<file path="src/rtl/core/pdf_pkg.sv">
// Shared constants and types for the packet duplicate filter.
package pdf_pkg;

  localparam int HASH_W = 32;
  localparam int TIME_W = 32;
  localparam int WIN_W = 16;

  localparam int ENTRIES_DEFAULT = 16;
  localparam logic [WIN_W-1:0] WINDOW_RESET = 16'd1000;

  // Per-cycle commands from the sequencer to the ring.
  typedef struct packed {
    logic rd_en;
    logic wr_en;
  } pdf_ctrl_t;

endpackage

</file>
<file path="src/rtl/core/pdf_ring.sv">
// Hash/time ring storage with the shared match compare unit.
module pdf_ring
  import pdf_pkg::*;
#(
  parameter int ENTRIES = ENTRIES_DEFAULT,
  localparam int ADDR_W = $clog2(ENTRIES)
) (
  input  logic              clk,
  input  logic              rst,
  input  pdf_ctrl_t         ctrl,
  input  logic [ADDR_W-1:0] rd_addr,
  input  logic [ADDR_W-1:0] wr_addr,
  input  logic [HASH_W-1:0] key_hash,
  input  logic [TIME_W-1:0] key_time,
  input  logic [WIN_W-1:0]  window,
  output logic              hit
);

  logic [HASH_W-1:0] hash_mem [ENTRIES];
  logic [TIME_W-1:0] time_mem [ENTRIES];
  logic [ENTRIES-1:0] entry_vld;

  logic [HASH_W-1:0] rd_hash;
  logic [TIME_W-1:0] rd_time;
  logic              rd_vld;
  logic              rd_pend;

  logic [HASH_W-1:0] eff_hash;
  logic [TIME_W-1:0] eff_time;
  logic [TIME_W-1:0] limit;

  always_ff @(posedge clk) begin
    if (ctrl.wr_en) begin
      hash_mem[wr_addr] <= key_hash;
      time_mem[wr_addr] <= key_time;
    end
    if (ctrl.rd_en) begin
      rd_hash <= hash_mem[rd_addr];
      rd_time <= time_mem[rd_addr];
    end
  end

  always_ff @(posedge clk) begin
    if (rst) begin
      entry_vld <= '0;
      rd_pend   <= 1'b0;
      rd_vld    <= 1'b0;
    end else begin
      if (ctrl.wr_en) begin
        entry_vld[wr_addr] <= 1'b1;
      end
      rd_pend <= ctrl.rd_en;
      if (ctrl.rd_en) begin
        rd_vld <= entry_vld[rd_addr];
      end
    end
  end

  // Slots never written since reset read as zero hash, zero time.
  assign eff_hash = rd_vld ? rd_hash : '0;
  assign eff_time = rd_vld ? rd_time : '0;
  // Window end wraps mod 2^32.
  assign limit = eff_time + TIME_W'(window);
  assign hit = rd_pend && (eff_hash == key_hash) && (key_time < limit);

`ifndef NO_ASSERTIONS
  a_no_rw_overlap: assert property (@(posedge clk) disable iff (rst)
    !(ctrl.rd_en && ctrl.wr_en))
    else $error("ring read and write in the same cycle");

  a_pend_follows_rd: assert property (@(posedge clk) disable iff (rst)
    ctrl.rd_en |=> rd_pend)
    else $error("read data not flagged after read");

  a_write_sets_vld: assert property (@(posedge clk) disable iff (rst)
    ctrl.wr_en |=> entry_vld[$past(wr_addr)])
    else $error("written slot not marked valid");
`endif

endmodule

</file>
<file path="src/rtl/core/packet_duplicate_filter.sv">
// Packet duplicate filter: top level with scan sequencer and config register.
//
// Each input transfer carries a packet hash and the current millisecond time.
// The block scans a ring of ENTRIES stored hashes one slot per cycle through
// a single read port and one add/compare unit, then reports the verdict and,
// if the packet is no duplicate, records it at the ring's insert slot. The
// ring read is registered, so S_LAST takes the compare of the last slot read
// and S_WRITE then records the packet and issues the result; in_ready is high
// only between items, so a new item is taken only once the last is through.
// With the output register still full, the result waits in S_HOLD. A finished
// result sits in the output register, and a new item is taken while it waits.
// The user is to write window_ms through the cfg port only while the block is
// idle; the block itself does not enforce this. The ring resets to all-zero
// entries through per-slot valid bits, so no clearing pass is needed.
module packet_duplicate_filter
  import pdf_pkg::*;
#(
  parameter int ENTRIES = ENTRIES_DEFAULT
) (
  input  logic              clk,
  input  logic              rst,
  input  logic              in_valid,
  output logic              in_ready,
  input  logic [HASH_W-1:0] packet_hash,
  input  logic [TIME_W-1:0] now_ms,
  output logic              out_valid,
  input  logic              out_ready,
  output logic              is_duplicate,
  input  logic              cfg_valid,
  output logic              cfg_ready,
  input  logic [WIN_W-1:0]  window_ms
);

  localparam int ADDR_W = $clog2(ENTRIES);
  localparam logic [ADDR_W-1:0] LAST_SLOT = ADDR_W'(ENTRIES - 1);

  typedef enum logic [4:0] {
    S_IDLE  = 5'b00001,
    S_SCAN  = 5'b00010,
    S_LAST  = 5'b00100,
    S_WRITE = 5'b01000,
    S_HOLD  = 5'b10000
  } state_t;

  state_t            state;
  logic [WIN_W-1:0]  window;
  logic [HASH_W-1:0] key_hash;
  logic [TIME_W-1:0] key_time;
  logic [ADDR_W-1:0] scan_addr;
  logic [ADDR_W-1:0] insert_slot;
  logic              dup;

  pdf_ctrl_t ctrl;
  logic      hit;
  logic      out_free;
  logic      issue;

  assign in_ready  = (state == S_IDLE);
  assign cfg_ready = 1'b1;
  assign out_free  = !out_valid || out_ready;
  // result moves into the output register this cycle
  assign issue     = ((state == S_WRITE) || (state == S_HOLD)) && out_free;

  always_comb begin
    ctrl.rd_en = (state == S_SCAN);
    ctrl.wr_en = (state == S_WRITE) && !dup;
  end

  pdf_ring #(
    .ENTRIES(ENTRIES)
  ) u_ring (
    .clk      (clk),
    .rst      (rst),
    .ctrl     (ctrl),
    .rd_addr  (scan_addr),
    .wr_addr  (insert_slot),
    .key_hash (key_hash),
    .key_time (key_time),
    .window   (window),
    .hit      (hit)
  );

  always_ff @(posedge clk) begin
    if (in_valid && in_ready) begin
      key_hash <= packet_hash;
      key_time <= now_ms;
    end
  end

  always_ff @(posedge clk) begin
    if (rst) begin
      state        <= S_IDLE;
      window       <= WINDOW_RESET;
      scan_addr    <= '0;
      insert_slot  <= '0;
      dup          <= 1'b0;
      out_valid    <= 1'b0;
      is_duplicate <= 1'b0;
    end else begin
      if (cfg_valid && cfg_ready) begin
        window <= window_ms;
      end
      if (out_valid && out_ready && !issue) begin
        out_valid <= 1'b0;
      end
      unique case (state)
        S_IDLE: begin
          if (in_valid) begin
            scan_addr <= '0;
            dup       <= 1'b0;
            state     <= S_SCAN;
          end
        end
        S_SCAN: begin
          // hit reflects the slot read in the previous cycle
          dup <= dup | hit;
          if (scan_addr == LAST_SLOT) begin
            state <= S_LAST;
          end else begin
            scan_addr <= scan_addr + 1'b1;
          end
        end
        S_LAST: begin
          dup   <= dup | hit;
          state <= S_WRITE;
        end
        S_WRITE: begin
          if (!dup) begin
            insert_slot <= (insert_slot == LAST_SLOT) ? '0 : insert_slot + 1'b1;
          end
          if (out_free) begin
            out_valid    <= 1'b1;
            is_duplicate <= dup;
            state        <= S_IDLE;
          end else begin
            state <= S_HOLD;
          end
        end
        S_HOLD: begin
          if (out_free) begin
            out_valid    <= 1'b1;
            is_duplicate <= dup;
            state        <= S_IDLE;
          end
        end
        default: state <= S_IDLE;
      endcase
    end
  end

`ifndef NO_ASSERTIONS
  a_accept_starts_scan: assert property (@(posedge clk) disable iff (rst)
    (in_valid && in_ready) |=> (state == S_SCAN) && (scan_addr == '0))
    else $error("accepted item did not start a scan");

  a_hold_means_busy_out: assert property (@(posedge clk) disable iff (rst)
    (state == S_HOLD) |-> out_valid)
    else $error("holding a result while the output register is free");

  a_dup_not_recorded: assert property (@(posedge clk) disable iff (rst)
    ((state == S_WRITE) && dup) |=> $stable(insert_slot))
    else $error("duplicate advanced the insert slot");

  a_slot_in_range: assert property (@(posedge clk) disable iff (rst)
    insert_slot <= LAST_SLOT)
    else $error("insert slot beyond ring");
`endif

endmodule

</file>
<file path="config.mk">
export PLATFORM = sky130hd
export DESIGN_NAME = packet_duplicate_filter
export DESIGN_NICKNAME = d
export VERILOG_FILES = /design/src/rtl/core/pdf_pkg.sv /design/src/rtl/core/pdf_ring.sv /design/src/rtl/core/packet_duplicate_filter.sv
export SDC_FILE = /design/constraint.sdc
export NUM_CORES = 1
export LEC_CHECK = 0
export BUFFER_PORTS_ARGS = -buffer_cell sky130_fd_sc_hd__buf_2
export CAP_MARGIN = 20
export CORE_MARGIN = 10
export CORE_UTILIZATION = 40
export CTS_BUF_LIST = sky130_fd_sc_hd__clkbuf_16
export DETAILED_ROUTE_END_ITERATION = 6
export GPL_ROUTABILITY_DRIVEN = 0
export PLACE_DENSITY_LB_ADDON = 0.12
export SYNTH_ARGS = -nofsm -noshare
export SYNTH_HDL_FRONTEND = slang
export SYNTH_SLANG_ARGS = --single-unit
</file>
<file path="constraint.sdc">
create_clock -name clk -period 6.1 [get_ports clk]
set_input_delay 1.22 -clock clk [delete_from_list [all_inputs] [get_ports clk]]
set_output_delay 1.22 -clock clk [all_outputs]
set_load 0.005 [all_outputs]
</file>
### Word-level counts from Yosys, hierarchy flattened

Memory sizes are Yosys's and may differ from the RTL's. A register that Yosys moved wholly into a read port is not among the register bits.
Index checks and enable logic that the tools add are counted.
W data, S select, Z words.

| word-level totals | value |
|---|---|
| register bits after elaboration | 114 |
| output and inout port bits | 4 |
| bits in writable memories | 1024 |
| memories kept | 2 |
| logic and storage cells | 80 |

Memories:

| memory | words | width | read ports | clocked after Yosys merged registers in | wr ports | RTL line | RTL |
|---|---|---|---|---|---|---|---|
| u_ring.hash_mem | 16 | 32 | 1 | 1 | 1 | pdf_ring.sv:19 | `logic [HASH_W-1:0] hash_mem [ENTRIES];` |
| u_ring.time_mem | 16 | 32 | 1 | 1 | 1 | pdf_ring.sv:20 | `logic [TIME_W-1:0] time_mem [ENTRIES];` |

| operators by class | value |
|---|---|
| bitwise operators | 3 |
| multiplexer cells | 22 |
| equality and inequality tests | 12 |
| magnitude comparators | 4 |
| $add $sub $neg | 3 |
| reduce and logical (&&, ||, !) cells | 22 |

Operators by type and width:

| operator | count |
|---|---|
| $mux W32 | 2 |
| $add A32 B16 Y32 | 1 |
| $eq A32 B32 Y1 | 1 |
| $lt A32 B32 Y1 | 1 |
| $pmux W5 S5 | 1 |
| $mux W5 | 4 |
| $or A16 B16 Y16 | 1 |
| $mux W4 | 3 |
| $lt A4 B5 Y1 const B | 2 |
| $add A4 B1 Y4 const B | 2 |
| $eq A4 B4 Y1 const B | 2 |
| $logic_and A1 B1 Y1 | 8 |
| $mux W1 | 8 |
| $ne A2 B2 Y1 const B | 4 |
| $pmux W4 S2 | 1 |
| $reduce_and A2 Y1 | 3 |
| $reduce_and A3 Y1 | 2 |
| $eq A5 B1 Y1 const B | 1 |
| $eq A5 B2 Y1 const B | 1 |
| $eq A5 B3 Y1 const B | 1 |
| $eq A5 B4 Y1 const B | 1 |
| $eq A5 B5 Y1 const B | 1 |
| $bmux W1 S4 | 1 |
| $demux W1 S4 | 1 |
| other kinds (8) | 13 |

### Logic depth before layout (Yosys ltp)

Gate-level depths: netlist of run 1.

| logic depth | value |
|---|---|
| depth after elaboration | 8 |
| depth in mapped cells | 22 |
| mapped depth without buffers | 19 |

### By module

A second synthesis of run 1 with hierarchy kept.

| unflattened totals | value |
|---|---|
| cells, all modules | 2183 |
| area, all modules | 47199.0 sq um |

Modules (own cells, without submodules):

| module | area each (sq um) | times used | cells each | seq. area each (sq um) |
|---|---|---|---|---|
| pdf_ring | 43873.3 | 1 | 1969 | 33031.7 |
| packet_duplicate_filter | 3325.7 | 1 | 214 | 2562.5 |

### Least setup slack after synthesis of run 1

OpenSTA, ideal clock, no wires.

| path | value |
|---|---|
| path type | reg-to-reg |
| start | reg state[2] |
| end | mem u_ring.hash_mem[3][0], enable pin |
| setup slack | -0.051 ns |
| stages on the path, launching flop included | 7 |
| data arrival time | 5.584 ns |
| path buffers | 2 |
| clock period less this slack | 6.151 ns |
| cells stage by stage | dfxtp_1 buf_2 nor3_1 and3_1 buf_2 nand2_1 nor3_1 |

| between the ends | value |
|---|---|
| cells in the longest elaborated chain, start to end | 4 |

RTL lines:

| element | RTL line | RTL |
|---|---|---|
| from (decl) | packet_duplicate_filter.sv:45 | `state_t state;` |
| from (signal assigned) | packet_duplicate_filter.sv:92 | `state <= S_IDLE;` |
| from (signal assigned) | packet_duplicate_filter.sv:111 | `state <= S_SCAN;` |
| from (signal assigned) | packet_duplicate_filter.sv:118 | `state <= S_LAST;` |
| $eq A5 B4 Y1 | packet_duplicate_filter.sv:66 | `ctrl.wr_en = (state == S_WRITE) && !dup;` |
| $logic_and A1 B1 Y1 | packet_duplicate_filter.sv:66 |  |
| $mux W1 | pdf_ring.sv:33 | `if (ctrl.wr_en) begin` |
| $mux W1 (implied by the code) | pdf_ring.sv:34 | `hash_mem[wr_addr] <= key_hash;` |
| to (decl) | pdf_ring.sv:19 |  |

Every way passes these cells.

### Final worst setup path of run 1

| path | value |
|---|---|
| start | reg u_ring.rd_vld |
| end | reg dup |

| between the ends | value |
|---|---|
| cells in the longest elaborated chain, start to end | 6 |

RTL lines:

| element | RTL line | RTL |
|---|---|---|
| from (decl) | pdf_ring.sv:25 | `logic rd_vld;` |
| from (signal assigned) | pdf_ring.sv:54 | `rd_vld <= entry_vld[rd_addr];` |
| $mux W32, on equally long branches | pdf_ring.sv:61, pdf_ring.sv:60 |  |
| $add A32 B16 Y32 or $eq A32 B32 Y1 (tied branches) | pdf_ring.sv:63, pdf_ring.sv:64 |  |
| $lt A32 B32 Y1 or $logic_and A1 B1 Y1 (tied branches) | pdf_ring.sv:64 | `assign hit = rd_pend && (eff_hash == key_hash) && (key_time < limit);` |
| $logic_and A1 B1 Y1 * | pdf_ring.sv:64 |  |
| $or A1 B1 Y1 * | packet_duplicate_filter.sv:116, packet_duplicate_filter.sv:124 |  |
| $pmux W1 S2 * | packet_duplicate_filter.sv:106 | `unique case (state)` |
| to (signal assigned) | packet_duplicate_filter.sv:116 | `dup <= dup \| hit;` |
| to (signal assigned) | packet_duplicate_filter.sv:124 | `dup <= dup \| hit;` |
| to (decl) | packet_duplicate_filter.sv:51 | `logic dup;` |

Mark *: on every way between the ends. The rest lies on a longest branch, timed or not.
A chain may end at the register's enable or synchronous reset.

==> qor.txt, run 1 <==
Sequential fraction of the synthesis area -> 0.758
Post-DR wirelength/cell -> 28.6 µm
Worst path slowest cell -> o31ai_1
Worst path arrival time -> 5.18 ns
Hold Slack -> 0.468 ns
Post CTS Setup Buffer Count -> 0
Final setup TNS -> 0 ns
Worst-path clk slew -> 0.06 ns
Yosys warns -> 0
Hpwl dp -> 61.9 mm
CP startpoint kind -> register
GRT Max-Usage Layer -> met2
Max VDD drop -> 0.247 mV
Clock Skew -> 0.0315 ns
Area grow syn2layout -> 14.3%
Post_cts resized -> 0
Run status -> finished, final reports clean
Most frequent cells in the layout -> 1,152 x edfxtp_1, 325 x mux4_2, 140 x clkbuf_16
Fmax -> 222 MHz
CTS Buf Count -> 132
Leading cell type in the layout, fill and taps excluded -> edfxtp_1
Final min period -> 4.50 ns
Slew Viols, Final -> 0
I/O pin total -> 89
Max Cap Violations -> 0
Remaining Overflow, GRT -> 0
Clk buf depth -> 3
Die ar. -> 131,000 µm²
Final cell count without fillers -> 3,982
Met2 Use GR -> 0.281
Slowest stage delay, CP -> 0.48 ns
CTS tree -> done
Crit. End Element -> register
Setup CP Type -> register to register
Syn Std Cell Area -> 47,000 µm²
Unique cell type count in the Yosys netlist -> 61
Initial Utilization -> 0.404
Vias in the first global route -> 23,500
Share of flip-flops with an asynchronous set or reset -> 0
Met1 Use GR -> 0.241
Crit path cell chain -> buf_4 -> nand2_1 -> fa_1 -> nor2b_1 -> o2111ai_1 -> a21oi_1 -> o31ai_2 -> o31ai_1 -> a21boi_1 -> o21ai_1 -> ha_1 -> nand3_1 -> o21ai_0 -> a2111oi_0 -> nand4_1 -> nor4_2 -> a22o_1
Kind of cell adding the most delay to the critical path -> compound AO/OA/AOI/OAI gates
Synth Register Bits -> 1,202
Layout net count -> 2,484
Min-Delay Path Class -> register to register
Post-route DRC violation count -> 0
DRT Wirelength -> 114 mm
H-tree Lvls -> 4
Lkg Pwr -> 16.8 nW
Proportion of layout cells with a drive suffix above 1 -> 0.279
Number of synthesized flops with an enable pin -> 1,152
Final ANT Viol Nets -> 0
CTS Hold Bufs -> 0
Period utilization -> 0.738
Setup violations, final -> 0
CTS root buf -> clkbuf_16
Initial DRC Count -> 2,007
Gr usage total -> 0.174
IO Port Bufs -> 87
Row cnt -> 125
Vias per cell -> 5.59
Largest net degree at the start of global routing -> 109
Initial antenna violation count -> 3
Final Hold Vio Count -> 0
Unrepaired setup endpoints after global routing -> false
Chip width -> 363 µm
Clk_lat worst skew -> 0.74 ns
Die height -> 363 µm
Clock sink count -> 1,202
Pre-antenna DRT Iters -> 5
Max-slew headroom -> 0.190
Post-Syn Instances -> 2,160
Ys flop type -> edfxtp_1
Via count -> 22,200
Crit-path max FO -> 42
Syn nets -> 2,298
Worst-margin pin slew -> 1.20 ns
Synth Area per Inst -> 21.7 µm²
Core ar. -> 116,000 µm²
First-pass GRT wire length -> 166 mm
CP required -> 6.77 ns
Pre-CTS setup slack -> 1.66 ns
Setup ws final -> 1.60 ns
Buffers & Inverters on Critical Path -> 1
Pwr/cell area -> 320 nW/µm²
# placed instances -> 3,735
Met3 usage -> 0.0364
## state kept, by name, indices dropped and copies added (netlist names)
signal / flops
window: 16
u_ring.rd_hash: 32
u_ring.entry_vld: 16
u_ring.time_mem: 512
dup: 1
state: 5
u_ring.rd_pend: 1
u_ring.rd_vld: 1
key_time: 32
insert_slot: 4
scan_addr: 4
key_hash: 32
u_ring.rd_time: 32
is_duplicate: 1
out_valid: 1
u_ring.hash_mem: 512
## report_power, final
part           total, mW  internal (mW)  leakage, nW  switching, mW
logic              0.288          0.126         3.79          0.162
registers           9.26           9.11         10.8          0.147
clock network       7.62           4.41         2.18           3.21
## synthesized netlist by cell type, types with 20 or more instances
master	n	area (µm²)
edfxtp_1	1152	34600
mux4_2	325	7320
nor2_1	88	330
ha_1	52	651
dfxtp_1	50	1000
nand2_1	50	188
clkbuf_1	40	150
a21oi_1	37	185
inv_1	29	109
buf_6	22	248
nand3_1	22	110
o21ai_0	22	110
xor2_1	22	193
buf_2	20	100
## through the flow
stage                     power (mW)  utilization  area (µm²)
after floorplan                 9.56            -       47000
after global placement          9.71        0.425       49500
after detailed placement        9.73        0.425       49500
after CTS                       17.4        0.461       53600
after global routing            17.8        0.461       53700
final                           17.2        0.461       53700
## layout make-up
cell class	instances	area, µm²
clock inverter	104	686
clock buffer	140	3500
antenna	2	5.00
multi-input combinational	836	10800
fill	9773	62700
inverter	29	110
timing repair buffer	145	1010
tap	1524	1910
sequential	1202	35600
## worst paths after layout
kind                                         start                               end  slack (ns)  cells after the start
setup / recovery        u_ring.rd_vld$_SDFFE_PP0P_                  dup$_SDFFE_PP0P_        1.60                     17
setup reg to reg        u_ring.rd_vld$_SDFFE_PP0P_                  dup$_SDFFE_PP0P_        1.60                     17
hold / removal    u_ring.entry_vld[8]$_SDFFE_PP0P_  u_ring.entry_vld[8]$_SDFFE_PP0P_        0.47                      2
hold reg to reg   u_ring.entry_vld[8]$_SDFFE_PP0P_  u_ring.entry_vld[8]$_SDFFE_PP0P_        0.47                      2
## worst min-delay path, delay by kind of cell (launching register included)
kind          cells  cell delay, ns
flops             1            0.32
simple gates      2            0.12
## per-layer routing
| layer | vias to the layer above | wire, µm |
|---|---|---|
| met1 | 12000 | 50400 |
| met3 | 148 | 6030 |
| met5 | - | 0 |
| met2 | 625 | 55300 |
| li1 | 9437 | - |
| met4 | 0 | 2030 |
## cell families after synthesis
logic type	after synthesis	synth area share
flip-flops	1202	0.758
multiplexers	339	0.159
AND/OR/NAND/NOR	256	0.0266
AO/OA/AOI/OAI	149	0.0210
buffers and inverters	122	0.0140
adder cells (fa/ha/maj)	53	0.0143
XOR/XNOR	38	0.00709
other	1	0.0000799
Note: power is estimated with default switching activity, not from simulation.
==> run 2: changes to the inputs <==
ABC_AREA = 1   (was default)
clock period = 4.5 ns   (was 6.1 ns; I/O delays follow)
==> qor.txt, run 2 <==
Vias per cell -> 5.50 (was 5.59)
Pre-CTS setup slack -> 0.810 ns (was 1.66 ns)
Top cell type by total area after synthesis -> edfxtp_1 (unchanged)
Post-route DRC violation count -> 0 (unchanged)
Remaining Overflow, GRT -> 0 (unchanged)
P_int -> 18.9 mW (was 13.7 mW)
DRT Wirelength -> 136 mm (was 114 mm)
I/O pin total -> 89 (unchanged)
Synth Register Bits -> 1,202 (unchanged)
Reg-to-Reg Start -> u_ring.rd_vld$_SDFFE_PP0P_ (unchanged)
Combinational power share -> 0.060 (was 0.017)
CP required -> 5.11 ns (was 6.77 ns)
Min-Delay Path Class -> input pin to register (was register to register)
Number of synthesized flops with an enable pin -> 1,152 (unchanged)
Sequential fraction of the synthesis area -> 0.740 (was 0.758)
Pre-antenna DRT Iters -> 5 (unchanged)
Critical path launch point -> u_ring.rd_vld$_SDFFE_PP0P_ (unchanged)
Setup violations, final -> 0 (unchanged)
Worst-margin pin slew -> 1.11 ns (was 1.20 ns)
WL met1 -> 63.3 mm (was 50.4 mm)
Post-DR wirelength/cell -> 24.5 µm (was 28.6 µm)
Final Hold Vio Count -> 0 (unchanged)
Max Cap Violations -> 0 (unchanged)
Max-slew headroom -> 0.263 (was 0.190)
Initial antenna violation count -> 3 (unchanged)
Layout fillers -> 10,800 (was 9,773)
Die ar. -> 134,000 µm² (was 131,000 µm²)
Hold path startpoint -> packet_hash[16] (was u_ring.entry_vld[8]$_SDFFE_PP0P_)
IO Port Bufs -> 87 (unchanged)
CTS tree -> done (unchanged)
Slew Viols, Final -> 0 (unchanged)
N_diodes -> 0 (was 2)
Hpwl dp -> 72.5 mm (was 61.9 mm)
First-pass GRT wire length -> 200 mm (was 166 mm)
Unrepaired setup endpoints after global routing -> false (unchanged)
Post_cts resized -> 0 (unchanged)
Area grow syn2layout -> 14.2% (was 14.3%)
Initial DRC Count -> 2,998 (was 2,007)
Core ar. -> 120,000 µm² (was 116,000 µm²)
Fmax -> 269 MHz (was 222 MHz)
Clk_lat worst skew -> 0.74 ns (about the same)
Max VDD drop -> 0.372 mV (was 0.247 mV)
Share of power burned in registers -> 0.518 (was 0.539)
Worst-path clk slew -> 0.06 ns (about the same)
Clk buf depth -> 3 (unchanged)
Post-Syn Instances -> 3,763 (was 2,160)
Share of the synthesized area in the top cell type -> 0.719 (was 0.737)
Period utilization -> 0.826 (was 0.738)
Via count -> 30,600 (was 22,200)
Crit-path max FO -> 10 (was 42)
Unique cell type count in the Yosys netlist -> 42 (was 61)
Die height -> 367 µm (was 363 µm)
Routed met2 length -> 63.6 mm (was 55.3 mm)
Vias in the first global route -> 29,500 (was 23,500)
Sw power -> 5.67 mW (was 3.52 mW)
CP startpoint kind -> register (unchanged)
Final min period -> 3.72 ns (was 4.50 ns)
Syn nets -> 3,901 (was 2,298)
Ranking of synthesized cells by area -> edfxtp_1 72%, o21ai_0 5.7%, nor2_1 5.1%, nand2_1 3.0%, dfxtp_1 2.1% (was edfxtp_1 74%, mux4_2 16%, dfxtp_1 2.1%, ha_1 1.4%, nor2_1 0.70%)
Final ANT Viol Nets -> 0 (unchanged)
CTS Hold Bufs -> 0 (unchanged)
Most frequent cells in the layout -> 1,152 x edfxtp_1, 637 x nor2_1, 551 x o21ai_0 (was 1,152 x edfxtp_1, 325 x mux4_2, 140 x clkbuf_16)
Ys flop type -> edfxtp_1 (unchanged)
H-tree Lvls -> 4 (unchanged)
Synth Area per Inst -> 12.8 µm² (was 21.7 µm²)
Initial Utilization -> 0.402 (was 0.404)
Chip width -> 367 µm (was 363 µm)
Proportion of layout cells with a drive suffix above 1 -> 0.103 (was 0.279)
Highest metal layer with signal wires -> met5 (was met4)
Setup ws final -> 0.782 ns (was 1.60 ns)
Metal3 WL -> 7.00 mm (was 6.03 mm)
Most common cell in the netlist -> edfxtp_1 (unchanged)
CTS root buf -> clkbuf_16 (unchanged)
Clk network pwr share -> 0.422 (was 0.444)
Final setup TNS -> 0 ns (unchanged)
Largest net degree at the start of global routing -> 162 (was 109)
Clock Skew -> 0.0264 ns (was 0.0315 ns)
Pwr/cell area -> 448 nW/µm² (was 320 nW/µm²)
Yosys warns -> 0 (unchanged)
Post CTS Setup Buffer Count -> 0 (unchanged)
Lkg Pwr -> 18.5 nW (was 16.8 nW)
Sw frac -> 0.231 (was 0.205)
Setup CP Type -> register to register (unchanged)
Syn Std Cell Area -> 48,100 µm² (was 47,000 µm²)
Clock sink count -> 1,202 (unchanged)
Commonest cells in the netlist -> 1,152 x edfxtp_1, 653 x nor2_1, 551 x o21ai_0 (was 1,152 x edfxtp_1, 325 x mux4_2, 88 x nor2_1)
Row cnt -> 127 (was 125)
Gr usage total -> 0.198 (was 0.174)
Layout net count -> 3,985 (was 2,484)
Top Registers -> u_ring.hash_mem: 512 flops, u_ring.time_mem: 512 flops (unchanged)
Run status -> finished, final reports clean (unchanged)
Share of flip-flops with an asynchronous set or reset -> 0 (unchanged)
Leading cell type in the layout, fill and taps excluded -> edfxtp_1 (unchanged)
Crit. End Element -> register (unchanged)
CTS Buf Count -> 133 (was 132)
Worst path arrival time -> 4.33 ns (was 5.18 ns)
==> run 2: cell count changes after synthesis, moves of 18 or more <==
cell and delta:
clkbuf_1 +120, o21ai_0 +529, mux4_2 -325, buf_6 -18
o22ai_1 +143, buf_2 +23, nor2_1 +565, inv_1 +81
nand2_1 +330, o221ai_1 +110, nand3_1 +139, o211ai_1 +20
==> run 2: final cells by class <==
type / count / area [µm²] / share of cell area
clock buffer: 136 / 3400 / 0.0620
clock inverter: 102 / 768 / 0.0140
inverter: 118 / 470 / 0.00856
multi-input combinational: 2219 / 11200 / 0.204
sequential: 1202 / 35600 / 0.648
tap: 1612 / 2020 / 0.0367
timing repair buffer: 173 / 1450 / 0.0264
==> run 2: cells by family after synthesis <==
logic type               after synthesis  synth area share
AO/OA/AOI/OAI                        904             0.109
XOR/XNOR                              23           0.00419
adder cells (fa/ha/maj)               53            0.0139
buffers and inverters                342            0.0291
flip-flops                          1202             0.740
other                                  1         0.0000780
AND/OR/NAND/NOR                     1238             0.104
==> run 2: metal layers <==
metal / vias up / GRT usage
met3: 174 / 0.0286
met5: - / 0
met1: 15600 / 0.283
met4: 2 / 0.0492
met2: 844 / 0.315
li1: 14000 / -
==> run 2: worst max-delay path, stage by stage (launching register included) <==
cell and delay [ns]:
dfxtp_4 0.41, nand2_1 0.06, inv_1 0.05, ha_1 0.16, inv_1 0.06, fa_1 0.42
o21ai_0 0.40, nand2_1 0.09, nand2_1 0.19, nand3_1 0.11, nand2_1 0.14, nand3_1 0.13
nand3_1 0.11, nand2_1 0.08, ha_1 0.31, nand2_1 0.09, nor4_1 0.40, and3_1 0.22
nand2_1 0.05, nand2_1 0.07, a21oi_1 0.06
==> run 2: through the flow <==
stage	total power, mW	std cells	cell area (µm²)	hold WS, ns	util
2_1_floorplan	13.8	3763	48100	0.435	-
3_3_place_gp	14.5	5323	50700	0.441	0.424
3_5_place_dp	14.5	5324	50800	0.448	0.424
4_1_cts	24.9	5562	54900	0.285	0.459
5_1_grt	25.5	5562	54900	0.300	0.459
6_report	24.6	5562	54900	0.330	0.459
==> run 2: path summary, 6_finish.rpt <==
| path | endpoint | slack [ns] | cells after the start |
|---|---|---|---|
| worst min register to register | u_ring.entry_vld[9]$_SDFFE_PP0P_ | 0.46 | 1 |
| worst min-delay path | key_hash[16]$_DFFE_PP_ | 0.33 | 1 |
| worst max register to register | dup$_SDFFE_PP0P_ | 0.78 | 20 |
| worst max-delay path | dup$_SDFFE_PP0P_ | 0.78 | 20 |
==> run 2: power groups by stage <==
stage                     clock network (mW)  logic (mW)  registers [mW]
final                                   10.4        1.48            12.7
after global routing                    11.1        1.66            12.8
after CTS                               10.6        1.49            12.7
after detailed placement                   0        1.49            13.0
after global placement                     0        1.48            13.0
after floorplan                            0       0.956            12.9
==> run 3: changes to the inputs <==
clock period = 3.6 ns   (was 4.5 ns; I/O delays follow)
==> qor.txt, run 3 (synthesis results as in run 2) <==
Clock Skew -> 0.0237 ns (was 0.0264 ns)
H-tree Lvls -> 4 (unchanged)
Run status -> finished, final reports clean (unchanged)
I/O pin total -> 89 (unchanged)
Crit path cell chain -> buf_6 -> buf_4 -> nand2_1 -> inv_1 -> ha_1 -> inv_1 -> nor2_2 -> inv_2 -> nor2_2 -> inv_2 -> nor2_1 -> nand4_1 -> nand3_1 -> xor2_1 -> ha_1 -> a21oi_1 -> o21a_1 -> nand2_1 -> nand2_1 -> nand2_1 -> nor2_1 -> nand2_1 -> a21oi_1 (was nand2_1 -> inv_1 -> ha_1 -> inv_1 -> fa_1 -> o21ai_0 -> nand2_1 -> nand2_1 -> nand3_1 -> nand2_1 -> nand3_1 -> nand3_1 -> nand2_1 -> ha_1 -> nand2_1 -> nor4_1 -> and3_1 -> nand2_1 -> nand2_1 -> a21oi_1)
Pwr/cell area -> 560 nW/µm² (was 448 nW/µm²)
Clock sink count -> 1,202 (unchanged)
Setup violations, final -> 0 (unchanged)
Proportion of layout cells with a drive suffix above 1 -> 0.104 (was 0.103)
Post_cts resized -> 0 (unchanged)
Row cnt -> 127 (unchanged)
Vias per cell -> 5.46 (was 5.50)
Hold Slack -> 0.125 ns (was 0.330 ns)
Pre-antenna DRT Iters -> 5 (unchanged)
Min-Delay Path Class -> input pin to register (unchanged)
Final Hold Vio Count -> 0 (unchanged)
Final ANT Viol Nets -> 0 (unchanged)
Max-slew headroom -> 0.285 (was 0.263)
Core ar. -> 120,000 µm² (unchanged)
R2R Setup Slk -> 0.32 ns (was 0.78 ns)
CP startpoint kind -> register (unchanged)
CTS Hold Bufs -> 0 (unchanged)
Initial antenna violation count -> 1 (was 3)
DRT Wirelength -> 135 mm (was 136 mm)
Slowest stage delay, CP -> 0.34 ns (was 0.42 ns)
Worst-path clk slew -> 0.06 ns (about the same)
Worst-margin pin slew -> 1.07 ns (was 1.11 ns)
Clk_lat worst skew -> 0.77 ns (was 0.74 ns)
Kind of cell adding the most delay to the critical path -> simple AND/OR/NAND/NOR gates (unchanged)
Most frequent CP cell -> nand2_1 (unchanged)
N_diodes -> 0 (unchanged)
Leading cell type in the layout, fill and taps excluded -> edfxtp_1 (unchanged)
Via count -> 30,400 (was 30,600)
Multi-input gate area -> 11,200 µm² (about the same)
Worst path slowest cell -> dfxtp_4 (was fa_1)
Period utilization -> 0.910 (was 0.826)
Max VDD drop -> 0.502 mV (was 0.372 mV)
Crit. End Element -> register (unchanged)
Worst path arrival time -> 3.97 ns (was 4.33 ns)
Lkg Pwr -> 18.7 nW (was 18.5 nW)
Fmax -> 305 MHz (was 269 MHz)
Die height -> 367 µm (unchanged)
Layout Utilization -> 0.461 (was 0.459)
IO Port Bufs -> 87 (unchanged)
Post-DR wirelength/cell -> 24.2 µm (was 24.5 µm)
Largest net degree at the start of global routing -> 216 (was 162)
Hpwl dp -> 71.8 mm (was 72.5 mm)
Setup CP Type -> register to register (unchanged)
# placed instances -> 5,342 (was 5,324)
Area grow syn2layout -> 14.8% (was 14.2%)
Die ar. -> 134,000 µm² (unchanged)
Layout fillers -> 10,800 (about the same)
Gr usage total -> 0.196 (was 0.198)
CTS Buf Count -> 135 (was 133)
Chip width -> 367 µm (unchanged)
Sequential Area -> 35,600 µm² (unchanged)
Buffers & Inverters on Critical Path -> 6 (was 2)
Slew Viols, Final -> 0 (unchanged)
Crit-path max FO -> 20 (was 10)
CTS root buf -> clkbuf_16 (unchanged)
Remaining Overflow, GRT -> 0 (unchanged)
First-pass GRT wire length -> 199 mm (was 200 mm)
Most frequent cells in the layout -> 1,152 x edfxtp_1, 636 x nor2_1, 548 x o21ai_0 (was 1,152 x edfxtp_1, 637 x nor2_1, 551 x o21ai_0)
Max Cap Violations -> 0 (unchanged)
Vias in the first global route -> 29,600 (was 29,500)
Post-route DRC violation count -> 0 (unchanged)
Top Registers -> u_ring.hash_mem: 512 flops, u_ring.time_mem: 512 flops (unchanged)
CP required -> 4.29 ns (was 5.11 ns)
Initial DRC Count -> 2,686 (was 2,998)
Post CTS Setup Buffer Count -> 0 (unchanged)
Clk buf depth -> 3 (unchanged)
Final min period -> 3.28 ns (was 3.72 ns)
CTS tree -> done (unchanged)
Layout net count -> 4,005 (was 3,985)
Final setup TNS -> 0 ns (unchanged)
Initial Utilization -> 0.402 (unchanged)
Final cell count without fillers -> 5,576 (was 5,562)
==> run 3: worst paths after layout <==
kind                                            to  depth (start not counted)                        startpoint
hold reg to reg   u_ring.entry_vld[2]$_SDFFE_PP0P_                          1  u_ring.entry_vld[2]$_SDFFE_PP0P_
setup reg to reg                  dup$_SDFFE_PP0P_                         23        u_ring.rd_vld$_SDFFE_PP0P_
hold / removal              key_time[21]$_DFFE_PP_                          1                        now_ms[21]
setup / recovery                  dup$_SDFFE_PP0P_                         23        u_ring.rd_vld$_SDFFE_PP0P_
==> run 3: through the flow <==
| stage | cell area [µm²] | setup slack (ns) | power [mW] |
|---|---|---|---|
| 5_1_grt | 55200 | -0.00466 | 32.0 |
| 3_5_place_dp | 51000 | 0.204 | 18.1 |
| 6_report | 55200 | 0.325 | 30.9 |
| 3_3_place_gp | 51000 | 0.254 | 18.1 |
| 4_1_cts | 55200 | 0.187 | 31.2 |
| 2_1_floorplan | 48100 | -0.586 | 17.3 |
==> run 3: per-layer routing <==
| metal | up-vias | GRT usage | routed length [µm] |
|---|---|---|---|
| met2 | 845 | 0.314 | 63000 |
| li1 | 14100 | - | - |
| met5 | - | 0 | 0 |
| met3 | 202 | 0.0319 | 7060 |
| met1 | 15300 | 0.274 | 61700 |
| met4 | 0 | 0.0592 | 3220 |
==> run 3: cell type report <==
cell class / instances / area share
inverters: 118 / 0.00852
well taps: 1612 / 0.0365
multi-input cells: 2219 / 0.203
repair buffers: 191 / 0.0307
clock buffers: 137 / 0.0621
flip-flops and latches: 1202 / 0.645
clock inverters: 97 / 0.0137
==> run 3: power by group <==
| group | internal (mW) | switching (mW) | leakage, nW | total [mW] |
|---|---|---|---|---|
| Combinational | 0.591 | 1.31 | 5.72 | 1.90 |
| Sequential | 15.6 | 0.318 | 10.8 | 15.9 |
| Clock | 7.49 | 5.58 | 2.17 | 13.1 |
| Total | 23.7 | 7.21 | 18.7 | 30.9 |
